$ cat config.mk
export PLATFORM = sky130hd
export DESIGN_NAME = tag_uid_action_table_flat
export DESIGN_NICKNAME = d
export VERILOG_FILES = /design/src/design/tuat_pkg.sv /design/src/design/tuat_if.sv /design/src/design/tuat_ctrl.sv /design/src/design/tuat_dp.sv /design/src/design/tag_uid_action_table.sv /design/src/flat_wrapper.sv
export SDC_FILE = /design/constraint.sdc
export NUM_CORES = 2
export LEC_CHECK = 0
export BUFFER_PORTS_ARGS = -buffer_cell sky130_fd_sc_hd__buf_2
export CORE_ASPECT_RATIO = 0.75
export CORE_MARGIN = 3
export CORE_UTILIZATION = 43
export CTS_CLUSTER_DIAMETER = 40
export DETAILED_ROUTE_END_ITERATION = 10
export HOLD_SLACK_MARGIN = 0.02
export PLACE_DENSITY_LB_ADDON = 0.08
export SETUP_SLACK_MARGIN = 0.02
export SKIP_LAST_GASP = 1
export SYNTH_ARGS = -nofsm -noshare
export SYNTH_HDL_FRONTEND = slang
export SYNTH_HIERARCHICAL = 1
export SYNTH_SLANG_ARGS = --single-unit
$ cat constraint.sdc
create_clock -name clk -period 22.1 [get_ports clk]
set_input_delay 3.315 -clock clk [delete_from_list [all_inputs] [get_ports clk]]
set_output_delay 3.315 -clock clk [all_outputs]
set_load 0.1 [all_outputs]
$ cat src/design/tuat_pkg.sv
// ----------------------------------------------------------------------------
// tuat_pkg: shared types and constants for the tag UID action table
// Operation and status codes, the stored entry layout, controller states and
// the command/status structs between controller and datapath.
// ----------------------------------------------------------------------------
package tuat_pkg;

	// Longest UID in bytes; longer key lengths clamp to this
	localparam int UidBytes = 10;

	typedef logic [1:0] op_code_t;
	localparam op_code_t OpLookup = 2'd0;
	localparam op_code_t OpUpsert = 2'd1;
	localparam op_code_t OpRemove = 2'd2;

	typedef logic [1:0] status_t;
	localparam status_t StOk      = 2'd0;
	localparam status_t StMissing = 2'd1;
	localparam status_t StFull    = 2'd2;

	// One stored entry: normalized key plus action and parameter bytes
	typedef struct packed {
		logic [3:0]  len;
		logic [15:0] key_hi;
		logic [63:0] key_lo;
		logic [7:0]  param;
		logic [7:0]  action;
	} entry_t;

	// Result word as it leaves the block
	typedef struct packed {
		status_t     status;
		logic [7:0]  found_action;
		logic [7:0]  found_param;
		logic [4:0]  entry_count;
	} result_t;

	typedef enum logic [2:0] {
		S_IDLE,
		S_SCAN,
		S_EXEC,
		S_MOVE,
		S_RESP
	} state_t;

	typedef struct packed {
		logic start;
		logic scan;
		logic exec;
		logic move;
		logic load;
	} cmd_t;

	typedef struct packed {
		logic scan_done;
		logic move_needed;
		logic out_free;
	} stat_t;

endpackage

$ cat src/design/tuat_if.sv
// ----------------------------------------------------------------------------
// tuat_if: request and response channels of the tag UID action table
// Valid/ready channels; a word moves when valid and ready are both high.
// ----------------------------------------------------------------------------
interface tuat_req_if;
	logic        valid;
	logic        ready;
	logic [1:0]  op;
	logic [3:0]  key_length;
	logic [63:0] key_low;
	logic [15:0] key_high;
	logic [7:0]  tag_action;
	logic [7:0]  action_param;

	modport source (
		output valid, op, key_length, key_low, key_high, tag_action, action_param,
		input  ready
	);
	modport sink (
		input  valid, op, key_length, key_low, key_high, tag_action, action_param,
		output ready
	);
endinterface

interface tuat_rsp_if;
	logic        valid;
	logic        ready;
	logic [1:0]  status;
	logic [7:0]  found_action;
	logic [7:0]  found_param;
	logic [4:0]  entry_count;

	modport source (
		output valid, status, found_action, found_param, entry_count,
		input  ready
	);
	modport sink (
		input  valid, status, found_action, found_param, entry_count,
		output ready
	);
endinterface

$ cat src/design/tuat_ctrl.sv
// ----------------------------------------------------------------------------
// tuat_ctrl: sequencing controller of the tag UID action table
// Steps each word through scan, execute, optional move and response load.
// ----------------------------------------------------------------------------
module tuat_ctrl (
	input  logic            clk,
	input  logic            arst_n,
	input  logic            req_valid,
	output logic            req_ready,
	input  tuat_pkg::stat_t stat,
	output tuat_pkg::cmd_t  cmd
);

	tuat_pkg::state_t state_q;
	tuat_pkg::state_t state_d;

	always_ff @(posedge clk or negedge arst_n) begin
		if (!arst_n) begin
			state_q <= tuat_pkg::S_IDLE;
		end else begin
			state_q <= state_d;
		end
	end

	always_comb begin
		state_d = state_q;
		case (state_q)
			tuat_pkg::S_IDLE: begin
				if (req_valid) state_d = tuat_pkg::S_SCAN;
			end
			tuat_pkg::S_SCAN: begin
				if (stat.scan_done) state_d = tuat_pkg::S_EXEC;
			end
			tuat_pkg::S_EXEC: begin
				state_d = stat.move_needed ? tuat_pkg::S_MOVE : tuat_pkg::S_RESP;
			end
			tuat_pkg::S_MOVE: begin
				state_d = tuat_pkg::S_RESP;
			end
			tuat_pkg::S_RESP: begin
				if (stat.out_free) state_d = tuat_pkg::S_IDLE;
			end
			default: begin
				state_d = tuat_pkg::S_IDLE;
			end
		endcase
	end

	always_comb begin
		cmd       = '0;
		req_ready = 1'b0;
		case (state_q)
			tuat_pkg::S_IDLE: begin
				req_ready = 1'b1;
				cmd.start = req_valid;
			end
			tuat_pkg::S_SCAN: begin
				cmd.scan = 1'b1;
			end
			tuat_pkg::S_EXEC: begin
				cmd.exec = 1'b1;
			end
			tuat_pkg::S_MOVE: begin
				cmd.move = 1'b1;
			end
			tuat_pkg::S_RESP: begin
				cmd.load = stat.out_free;
			end
			default: begin
				cmd = '0;
			end
		endcase
	end

endmodule

$ cat src/design/tuat_dp.sv
// ----------------------------------------------------------------------------
// tuat_dp: datapath of the tag UID action table
// Key capture and normalization, entry memory, sequential search, update
// and the output register.
// ----------------------------------------------------------------------------
module tuat_dp #(
	parameter int TABLE_DEPTH = 16
) (
	input  logic            clk,
	input  logic            arst_n,
	input  tuat_pkg::cmd_t  cmd,
	output tuat_pkg::stat_t stat,
	input  logic [1:0]      op,
	input  logic [3:0]      key_length,
	input  logic [63:0]     key_low,
	input  logic [15:0]     key_high,
	input  logic [7:0]      tag_action,
	input  logic [7:0]      action_param,
	input  logic            out_ready,
	output logic            out_valid,
	output logic [1:0]      status,
	output logic [7:0]      found_action,
	output logic [7:0]      found_param,
	output logic [4:0]      entry_count
);

	localparam int IdxW  = (TABLE_DEPTH > 1) ? $clog2(TABLE_DEPTH) : 1;
	localparam int FillW = $clog2(TABLE_DEPTH + 1);
	localparam logic [FillW-1:0] FillMax = FillW'(TABLE_DEPTH);

	// captured, normalized request
	tuat_pkg::op_code_t op_q;
	logic [3:0]         len_q;
	logic [63:0]        lo_q;
	logic [15:0]        hi_q;
	logic [7:0]         act_q;
	logic [7:0]         par_q;

	logic [3:0]         len_c;
	logic [63:0]        lo_n;
	logic [15:0]        hi_n;

	// search state
	logic [FillW-1:0]   fill_q;
	logic [FillW-1:0]   fill_m1;
	logic [FillW-1:0]   fill_next;
	logic [FillW+4:0]   cnt_ext;
	logic [FillW-1:0]   scan_idx_q;
	logic               issue_s1;
	logic [IdxW-1:0]    idx_s1;
	logic               found_q;
	logic [IdxW-1:0]    match_idx_q;
	logic [7:0]         match_act_q;
	logic [7:0]         match_par_q;
	logic               issue;
	logic               hit;
	logic               full;
	logic               is_upsert;
	logic               is_remove;

	// entry memory
	tuat_pkg::entry_t   mem_q [TABLE_DEPTH];
	tuat_pkg::entry_t   rd_data_q;
	tuat_pkg::entry_t   wr_data;
	logic               rd_en;
	logic [IdxW-1:0]    rd_addr;
	logic               wr_en;
	logic [IdxW-1:0]    wr_addr;

	tuat_pkg::result_t  res_d;
	tuat_pkg::result_t  res_q;
	tuat_pkg::result_t  out_q;
	logic               out_valid_q;

	// clamp the length and clear bytes beyond it
	always_comb begin
		len_c = (key_length > 4'(tuat_pkg::UidBytes)) ? 4'(tuat_pkg::UidBytes) : key_length;
		for (int b = 0; b < 8; b++) begin
			lo_n[8*b +: 8] = (4'(b) < len_c) ? key_low[8*b +: 8] : 8'h00;
		end
		for (int b = 0; b < 2; b++) begin
			hi_n[8*b +: 8] = (4'(8 + b) < len_c) ? key_high[8*b +: 8] : 8'h00;
		end
	end

	always_ff @(posedge clk) begin
		if (cmd.start) begin
			op_q  <= op;
			len_q <= len_c;
			lo_q  <= lo_n;
			hi_q  <= hi_n;
			act_q <= tag_action;
			par_q <= action_param;
		end
	end

	assign is_upsert = (op_q == tuat_pkg::OpUpsert);
	assign is_remove = (op_q == tuat_pkg::OpRemove);
	assign full      = (fill_q == FillMax);
	assign fill_m1   = fill_q - 1'b1;

	assign hit = cmd.scan && issue_s1 && (rd_data_q.len == len_q) &&
		(rd_data_q.key_lo == lo_q) && (rd_data_q.key_hi == hi_q);
	// stop issuing reads once a match is seen; first match wins
	assign issue = cmd.scan && !found_q && !hit && (scan_idx_q != fill_q);

	always_ff @(posedge clk or negedge arst_n) begin
		if (!arst_n) begin
			issue_s1   <= 1'b0;
			found_q    <= 1'b0;
			scan_idx_q <= '0;
		end else if (cmd.start) begin
			issue_s1   <= 1'b0;
			found_q    <= 1'b0;
			scan_idx_q <= '0;
		end else if (cmd.scan) begin
			issue_s1 <= issue;
			if (issue) scan_idx_q <= scan_idx_q + 1'b1;
			if (hit) found_q <= 1'b1;
		end
	end

	always_ff @(posedge clk) begin
		if (issue) idx_s1 <= scan_idx_q[IdxW-1:0];
		if (hit) begin
			match_idx_q <= idx_s1;
			match_act_q <= rd_data_q.action;
			match_par_q <= rd_data_q.param;
		end
	end

	// memory ports: reads for the scan and for the last entry on remove
	always_comb begin
		rd_en   = 1'b0;
		rd_addr = scan_idx_q[IdxW-1:0];
		if (issue) begin
			rd_en = 1'b1;
		end else if (cmd.exec && is_remove && found_q) begin
			rd_en   = 1'b1;
			rd_addr = fill_m1[IdxW-1:0];
		end
	end

	always_comb begin
		wr_en   = 1'b0;
		wr_addr = match_idx_q;
		wr_data = rd_data_q;
		if (cmd.exec && is_upsert && (found_q || !full)) begin
			wr_en   = 1'b1;
			wr_addr = found_q ? match_idx_q : fill_q[IdxW-1:0];
			wr_data = '{len: len_q, key_hi: hi_q, key_lo: lo_q, param: par_q, action: act_q};
		end else if (cmd.move) begin
			wr_en = 1'b1;
		end
	end

	always_ff @(posedge clk) begin
		if (wr_en) mem_q[wr_addr] <= wr_data;
		if (rd_en) rd_data_q <= mem_q[rd_addr];
	end

	// result of the operation and new fill count
	always_comb begin
		fill_next          = fill_q;
		res_d              = '0;
		res_d.status       = tuat_pkg::StOk;
		case (op_q)
			tuat_pkg::OpUpsert: begin
				if (!found_q) begin
					if (full) res_d.status = tuat_pkg::StFull;
					else fill_next = fill_q + 1'b1;
				end
			end
			tuat_pkg::OpRemove: begin
				if (found_q) fill_next = fill_m1;
				else res_d.status = tuat_pkg::StMissing;
			end
			default: begin
				if (found_q) begin
					res_d.found_action = match_act_q;
					res_d.found_param  = match_par_q;
				end else begin
					res_d.status = tuat_pkg::StMissing;
				end
			end
		endcase
		cnt_ext           = {5'b0, fill_next};
		res_d.entry_count = cnt_ext[4:0];
	end

	always_ff @(posedge clk or negedge arst_n) begin
		if (!arst_n) begin
			fill_q <= '0;
		end else if (cmd.exec) begin
			fill_q <= fill_next;
		end
	end

	always_ff @(posedge clk) begin
		if (cmd.exec) res_q <= res_d;
		if (cmd.load) out_q <= res_q;
	end

	always_ff @(posedge clk or negedge arst_n) begin
		if (!arst_n) begin
			out_valid_q <= 1'b0;
		end else if (cmd.load) begin
			out_valid_q <= 1'b1;
		end else if (out_ready) begin
			out_valid_q <= 1'b0;
		end
	end

	assign stat.scan_done   = !issue_s1 && (found_q || (scan_idx_q == fill_q));
	assign stat.move_needed = is_remove && found_q;
	assign stat.out_free    = !out_valid_q || out_ready;

	assign out_valid    = out_valid_q;
	assign status       = out_q.status;
	assign found_action = out_q.found_action;
	assign found_param  = out_q.found_param;
	assign entry_count  = out_q.entry_count;

endmodule

$ cat src/design/tag_uid_action_table.sv
// ----------------------------------------------------------------------------
// tag_uid_action_table: small content-addressed tag UID to action table
// Lookup, upsert and remove of UID keys with an action and parameter byte.
// ----------------------------------------------------------------------------
// Usage:
//   req carries one operation word: op, key_length, key_low, key_high,
//   tag_action and action_param. rsp returns one word per request: status,
//   found_action, found_param and entry_count.
//   Keys are clamped to the UID length and bytes past key_length are ignored.
//   A request is taken only while the table is idle. It then scans the entry
//   memory from entry 0, one read per cycle on its single read port, and
//   stops at the first match. After the scan, lookup and upsert execute and
//   load the response; a remove that hits also passes through a move step,
//   which moves the last entry into the freed slot.
//   The result sits in an output register; a stalled receiver holds it there
//   while the next request is still accepted and searched, and only that
//   request's response waits for the register to empty.
//   Reset empties the table (fill count to zero) and drops any pending word;
//   entry contents need no clearing, since only entries below the fill count
//   are ever read.
// ----------------------------------------------------------------------------
module tag_uid_action_table #(
	parameter int TABLE_DEPTH = 16
) (
	input logic        clk,
	input logic        arst_n,
	tuat_req_if.sink   req,
	tuat_rsp_if.source rsp
);

	tuat_pkg::cmd_t  cmd;
	tuat_pkg::stat_t stat;

	// sequence each word: scan, execute, move, load result
	tuat_ctrl u_ctrl (
		.clk       (clk),
		.arst_n    (arst_n),
		.req_valid (req.valid),
		.req_ready (req.ready),
		.stat      (stat),
		.cmd       (cmd)
	);

	// hold keys, memory, fill count and the output register
	tuat_dp #(
		.TABLE_DEPTH (TABLE_DEPTH)
	) u_dp (
		.clk          (clk),
		.arst_n       (arst_n),
		.cmd          (cmd),
		.stat         (stat),
		.op           (req.op),
		.key_length   (req.key_length),
		.key_low      (req.key_low),
		.key_high     (req.key_high),
		.tag_action   (req.tag_action),
		.action_param (req.action_param),
		.out_ready    (rsp.ready),
		.out_valid    (rsp.valid),
		.status       (rsp.status),
		.found_action (rsp.found_action),
		.found_param  (rsp.found_param),
		.entry_count  (rsp.entry_count)
	);

	// an accepted word starts a search, so no second word is taken next cycle
	a_one_in_flight: assert property (@(posedge clk) disable iff (!arst_n)
		req.valid && req.ready |=> !req.ready)
		else $error("request taken while a search is running");

	// the controller issues at most one command per cycle
	a_cmd_onehot: assert property (@(posedge clk) disable iff (!arst_n)
		$onehot0({cmd.start, cmd.scan, cmd.exec, cmd.move, cmd.load}))
		else $error("overlapping controller commands");

	// only known status codes leave the block
	a_status_code: assert property (@(posedge clk) disable iff (!arst_n)
		rsp.valid |-> (rsp.status == tuat_pkg::StOk) ||
			(rsp.status == tuat_pkg::StMissing) || (rsp.status == tuat_pkg::StFull))
		else $error("unknown status code");

	// data bytes stay zero on any failure
	a_zero_on_fail: assert property (@(posedge clk) disable iff (!arst_n)
		rsp.valid && (rsp.status != tuat_pkg::StOk) |->
			(rsp.found_action == 8'h00) && (rsp.found_param == 8'h00))
		else $error("action data on a failed operation");

endmodule

$ cat src/flat_wrapper.sv
// flat-port wrapper written by rule: the top's interface ports become plain ports
module tag_uid_action_table_flat 
#(
	parameter int TABLE_DEPTH = 16
)
  (clk, arst_n, req_valid, req_op, req_key_length, req_key_low, req_key_high, req_tag_action, req_action_param, req_ready, rsp_valid, rsp_status, rsp_found_action, rsp_found_param, rsp_entry_count, rsp_ready);
  tuat_req_if req_i ();
  tuat_rsp_if rsp_i ();
  input logic clk;
  input logic arst_n;
  input wire logic [$bits(req_i.valid)-1:0] req_valid;
  input wire logic [$bits(req_i.op)-1:0] req_op;
  input wire logic [$bits(req_i.key_length)-1:0] req_key_length;
  input wire logic [$bits(req_i.key_low)-1:0] req_key_low;
  input wire logic [$bits(req_i.key_high)-1:0] req_key_high;
  input wire logic [$bits(req_i.tag_action)-1:0] req_tag_action;
  input wire logic [$bits(req_i.action_param)-1:0] req_action_param;
  output wire logic [$bits(req_i.ready)-1:0] req_ready;
  output wire logic [$bits(rsp_i.valid)-1:0] rsp_valid;
  output wire logic [$bits(rsp_i.status)-1:0] rsp_status;
  output wire logic [$bits(rsp_i.found_action)-1:0] rsp_found_action;
  output wire logic [$bits(rsp_i.found_param)-1:0] rsp_found_param;
  output wire logic [$bits(rsp_i.entry_count)-1:0] rsp_entry_count;
  input wire logic [$bits(rsp_i.ready)-1:0] rsp_ready;
  assign req_i.valid = req_valid;
  assign req_i.op = req_op;
  assign req_i.key_length = req_key_length;
  assign req_i.key_low = req_key_low;
  assign req_i.key_high = req_key_high;
  assign req_i.tag_action = req_tag_action;
  assign req_i.action_param = req_action_param;
  assign req_ready = req_i.ready;
  assign rsp_valid = rsp_i.valid;
  assign rsp_status = rsp_i.status;
  assign rsp_found_action = rsp_i.found_action;
  assign rsp_found_param = rsp_i.found_param;
  assign rsp_entry_count = rsp_i.entry_count;
  assign rsp_i.ready = rsp_ready;
  tag_uid_action_table #(.TABLE_DEPTH(TABLE_DEPTH)) u_core (.clk(clk), .arst_n(arst_n), .req(req_i), .rsp(rsp_i));
endmodule
## Word-level counts from Yosys, hierarchy flattened

Memories as Yosys holds them, arrays and structs flattened. A register that Yosys moved wholly into a read port is not among the register bits.
Index checks and enable logic that the tools add are counted.

| cells by class | value |
|---|---|
| bitwise logic cells | 1 |
| order comparisons | 11 |
| reductions and logical operators | 30 |
| equal/unequal tests | 15 |
| mux-type cells | 41 |
| $add $sub $neg | 3 |

Operator list:

| operator | count |
|---|---|
| 2-to-1 mux 100 bit | 1 |
| == test 64 bit | 1 |
| 2-to-1 mux 5 bit | 6 |
| 2-to-1 mux 1 bit | 20 |
| 2-to-1 mux 4 bit | 5 |
| == test 16 bit | 1 |
| less-than comparator 3 x 4 -> 1 bit, first input constant | 4 |
| case mux 3 bit (5 select lines) | 1 |
| logical AND 1 bit | 13 |
| 2-to-1 mux 3 bit | 4 |
| adder 5 x 1 -> 5 bit, second input constant | 2 |
| case mux 5 bit (2 select lines) | 1 |
| less-than comparator 1 x 4 -> 1 bit, first input constant | 2 |
| less-than comparator 2 x 4 -> 1 bit, first input constant | 2 |
| less-than comparator 4 bit, first input constant | 2 |
| nonzero test 2 bit | 4 |
| == test 3 x 2 -> 1 bit, second input constant | 2 |
| 2-to-1 mux 2 bit | 3 |
| == test 5 bit | 1 |
| == test 5 bit, second input constant | 1 |
| zero test 1 bit | 5 |
| inequality test 5 bit | 1 |
| subtractor 5 x 1 -> 5 bit, second input constant | 1 |
| == test 4 bit | 1 |
| 13 further kinds | 17 |

| word-level totals | value |
|---|---|
| word-level logic and storage cells | 134 |
| output and inout port bits | 25 |
| input port bits | 106 |
| memories | 1 |
| RAM bits | 1600 |
| bits in registers | 188 |

Memories:

| name | words | bits a word | rd ports | clocked after memory_dff | wr ports | line | source |
|---|---|---|---|---|---|---|---|
| u_core.u_dp.mem_q | 16 | 100 | 1 | 1 | 1 | tuat_dp.sv:62 | `tuat_pkg::entry_t mem_q [TABLE_DEPTH];` |

## Depth between registers and ports, before layout

| depth | value |
|---|---|
| depth in word-level cells | 12 |
| mapped depth | 12 |

## Modules after synthesis

The synthesis kept the hierarchy.

Modules (own cells, without submodules):

| module | times used | cells an instance | sequential area each (µm²) | area an instance (µm²) |
|---|---|---|---|---|
| tuat_dp | 1 | 3559 | 56539.2 | 72882.4 |
| tuat_ctrl | 1 | 23 | 75.1 | 211.5 |

## Worst setup path after synthesis

No wires, ideal clock.

| path | value |
|---|---|
| path type | register to register |
| start | register u_core.u_ctrl.state_q[2] |
| end | memory u_core/u_dp/mem_q[1][0] (netlist name), enable pin |
| arrival time | 12.417 ns |
| data required time | 21.296 ns |
| stages on the path, launching flop included | 8 |
| slack | 8.878 ns |
| cells stage by stage | dfrtp_1 > or2_2 > nor2_1 > clkbuf_1 > nand2_1 > a21oi_1 > nor2_1 > nor4_1 |

RTL lines:

| item | line | source |
|---|---|---|
| start: declaration | tuat_ctrl.sv:14 | `tuat_pkg::state_t state_q;` |
| start signal: assignment | tuat_ctrl.sv:19 | `state_q <= tuat_pkg::S_IDLE;` |
| start signal: assignment | tuat_ctrl.sv:21 | `state_q <= state_d;` |
| end: declaration | tuat_dp.sv:62 |  |

==> results.md <==
- Status: complete, no violations
- Met3 Use GR: 0.0378
- Worst Hold Path EP: u_core/u_dp/found_action[6]$_DFFE_PP_
- Detail Route Antenna Nets: 0
- Max-cap violation count: 0
- Critical Path Source Type: register
- Number of remaining DRC errors: 0
- Worst Hold Depth: 0
- EDFF count, synth: 1,872
- Sequential area share after synthesis: 0.775
- Overall Global Routing Usage: 0.219
- Met2 GRT Util: 0.359
- Logic pwr share: 0.222
- Pleak: 26.8 nW
- Synthesized instance count: 3,582
- TritonCTS Buffers: 209
- Core area: 168,000 µm²
- Root Buffer Master: clkbuf_16
- Critical Path RT: 22.62 ns
- Crit Path Category: reg -> reg
- Worst reg-to-reg setup slack: 15.63 ns
- RSZ-0062 raised after global routing: no
- Iteration count of the initial detailed-routing pass: 7
- Cell variety after synth: 57
- Die ar.: 175,000 µm²
- Largest net degree at the start of global routing: 124
- Post-placement cell count: 5,871
- WP data arrival: 6.99 ns
- Setup Fix Bufs, Post-CTS: 0
- Switching Fraction: 0.291
- Setup TNS: 0 ns
- Sw Pwr: 0.00317 W
- R2R depth: 13
- Vias in the first global route: 36,900
- Layout cell share with drive strength beyond 1: 0.251
- Maximum vdd drop: 0.101 mV
- Worst Max-Slew Pin Slew: 1.27 ns
- R2R Path Start: u_core/u_ctrl/state_q[2]$_DFFE_PN0P_
- CTS tree: built
- # rows: 130
- Most common cell after layout, fill and taps aside: edfxtp_1
- Commonest cells after routing, fill and taps aside: 1,872 x edfxtp_1, 400 x mux4_2, 270 x nand2_1
- Int Pwr: 0.00774 W
- Tot Pwr: 0.0109 W
- GPL Wtd Cong: 0.763
- Ys Warns: 6
- Register share of total power: 0.453
- Clock share of power: 0.325
- Mapped Avg Cell Area: 20.4 µm²
- Vias/cell: 5.64
- Hold path start: u_core/u_dp/res_q[19]$_SDFFCE_PP0P_
- Die X: 482 µm
- Initial core utilization: 0.435
- Nets: 3,949
- Initial DRC Count: 3,322
- Post-Layout Cell Count: 6,266
- Area of the mapped netlist: 73,100 µm²
- Max Slew Vio Count: 0
- Fin crit period: 6.47 ns
- Cts hold-fix bufs: 0
- Setup crit end kind: register
- Hold Crit Class: reg -> reg
- H-Tree Depth: 4
- Synth Register Bits: 1,888
- Initial antenna violation count: 9
- Routed len/inst: 30.5 µm
- FFs w/ async S/R, synth: 0.00847
- Clock Tree Buf Depth: 3
- Final Skew: 0.0357 ns
- WL final: 191 mm
- Routed via count: 35,400
- Final setup violation count: 0
- Final count of hold timing violations: 0
- Area delta synth->final: 14.8%
- # IOs: 131
- First-pass GRT wire length: 273 mm
- Number of fill cells: 13,500
- IO buf count: 130
- Remaining Overflow, GRT: 0
- Slew headroom: 0.142
- Clock latency on the worst-skew pair: 0.84 ns
- Worst reg2reg endpoint: u_core/u_dp/rd_data_q[67]$_DFFE_PP_
- Final worst path period share: 0.293
- HPWL Detailed: 102 mm
- Cell area power density: 130 nW/µm²
- GR peak layer: met2
- Mapped Nets: 3,693
- Worst-path clk slew: 0.06 ns
- F_max: 155 MHz
- DIE HEIGHT: 363 µm
- Top FF cell, synth: edfxtp_1
- Post_cts resized: 0
- Critical Path Fanout Max: 59
- Clock Sinks: 1,888
- Met1 usage: 0.310
[through the flow]
stage	setup WS [ns]	utilization	area, µm²	hold slack (ns)
finish	15.63	0.499	83900	0.420
global route	15.23	0.499	83900	0.430
CTS	15.56	0.499	83900	0.419
detailed placement	15.57	0.457	76800	0.406
global placement	15.65	0.457	76800	0.403
floorplan	8.88	-	73100	0.400
[how the worst max path moves through the flow]
stage                                           to  slack (ns)  depth (start not counted)                            startpoint
6_report       u_core/u_dp/rd_data_q[67]$_DFFE_PP_       15.63                         13  u_core/u_ctrl/state_q[2]$_DFFE_PN0P_
5_1_grt        u_core/u_dp/rd_data_q[57]$_DFFE_PP_       15.23                         13  u_core/u_ctrl/state_q[0]$_DFFE_PN0P_
4_1_cts        u_core/u_dp/rd_data_q[67]$_DFFE_PP_       15.56                         13  u_core/u_ctrl/state_q[2]$_DFFE_PN0P_
3_5_place_dp   u_core/u_dp/rd_data_q[67]$_DFFE_PP_       15.57                         13  u_core/u_ctrl/state_q[2]$_DFFE_PN0P_
3_3_place_gp   u_core/u_dp/rd_data_q[67]$_DFFE_PP_       15.65                         13  u_core/u_ctrl/state_q[2]$_DFFE_PN0P_
2_1_floorplan    u_core/u_dp/mem_q[1][0]$_DFFE_PP_        8.88                          7  u_core/u_ctrl/state_q[2]$_DFFE_PN0P_
[power groups by stage]
stage / Clock, W / Sequential (W) / Combinational, W
2_1_floorplan: 0 / 0.00499 / 0.00167
5_1_grt: 0.00379 / 0.00496 / 0.00264
6_report: 0.00355 / 0.00494 / 0.00242
4_1_cts: 0.00363 / 0.00494 / 0.00246
3_5_place_dp: 0 / 0.00501 / 0.00245
3_3_place_gp: 0 / 0.00501 / 0.00238
[layer usage]
metal | wire (µm) | share of wire
met5 | 0 | 0
met4 | 3620 | 0.019
met3 | 10100 | 0.053
met2 | 93400 | 0.49
met1 | 84000 | 0.44
[layout make-up]
| class | count | area (µm²) | share of cell area |
|---|---|---|---|
| antenna | 3 | 7.51 | 0.0000895 |
| clock buffer | 249 | 5530 | 0.0659 |
| clock inverter | 143 | 1580 | 0.0188 |
| inverter | 40 | 150 | 0.00179 |
| multi-input combinational | 1468 | 15800 | 0.188 |
| sequential | 1888 | 56600 | 0.675 |
| tap | 2244 | 2810 | 0.0335 |
| timing repair buffer | 231 | 1470 | 0.0175 |
[synthesized netlist by cell type (all sizes together), types with 14 or more instances]
library cell,instances,area share
and2,35,0.0030
edfxtp,1872,0.77
xor2,26,0.0031
nor2b,179,0.015
inv,39,0.0020
nand4,14,0.0012
a211oi,101,0.010
a21oi,117,0.0080
mux2i,102,0.014
nand2b,14,0.0012
clkbuf,122,0.0063
xnor2,36,0.0043
nand2,270,0.014
mux4,400,0.12
o21ai,36,0.0025
dfrtp,16,0.0055
buf,64,0.0045
nor4,15,0.0013
nor2,38,0.0020
[state kept, by name (all words and copies together) (netlist names), 16 cells and up]
register / cells
u_core/u_dp/rd_data_q: 100
u_core/u_dp/hi_q: 16
u_core/u_dp/mem_q: 1600
u_core/u_dp/res_q: 23
u_core/u_dp/lo_q: 64
[logic make-up after synthesis]
| kind of cell | share of synthesized area |
|---|---|
| flops | 0.775 |
| simple gates | 0.0405 |
| mux | 0.138 |
| compound gates | 0.0257 |
| buf+inv | 0.0128 |
| xor+xnor | 0.00743 |
| fa+ha+maj | 0.000856 |
[critical path: stages (launching register included)]
cell	delay, ns
dfrtp_1	0.43
or2_2	0.37
nor2_2	0.09
buf_4	0.36
nand3_2	0.37
o21ai_4	0.22
buf_4	0.73
buf_4	0.86
buf_4	0.86
buf_4	0.75
mux4_2	0.41
nor2b_1	0.14
a211oi_1	0.27
a21oi_1	0.09
Note: power is estimated with default switching activity, not from simulation.
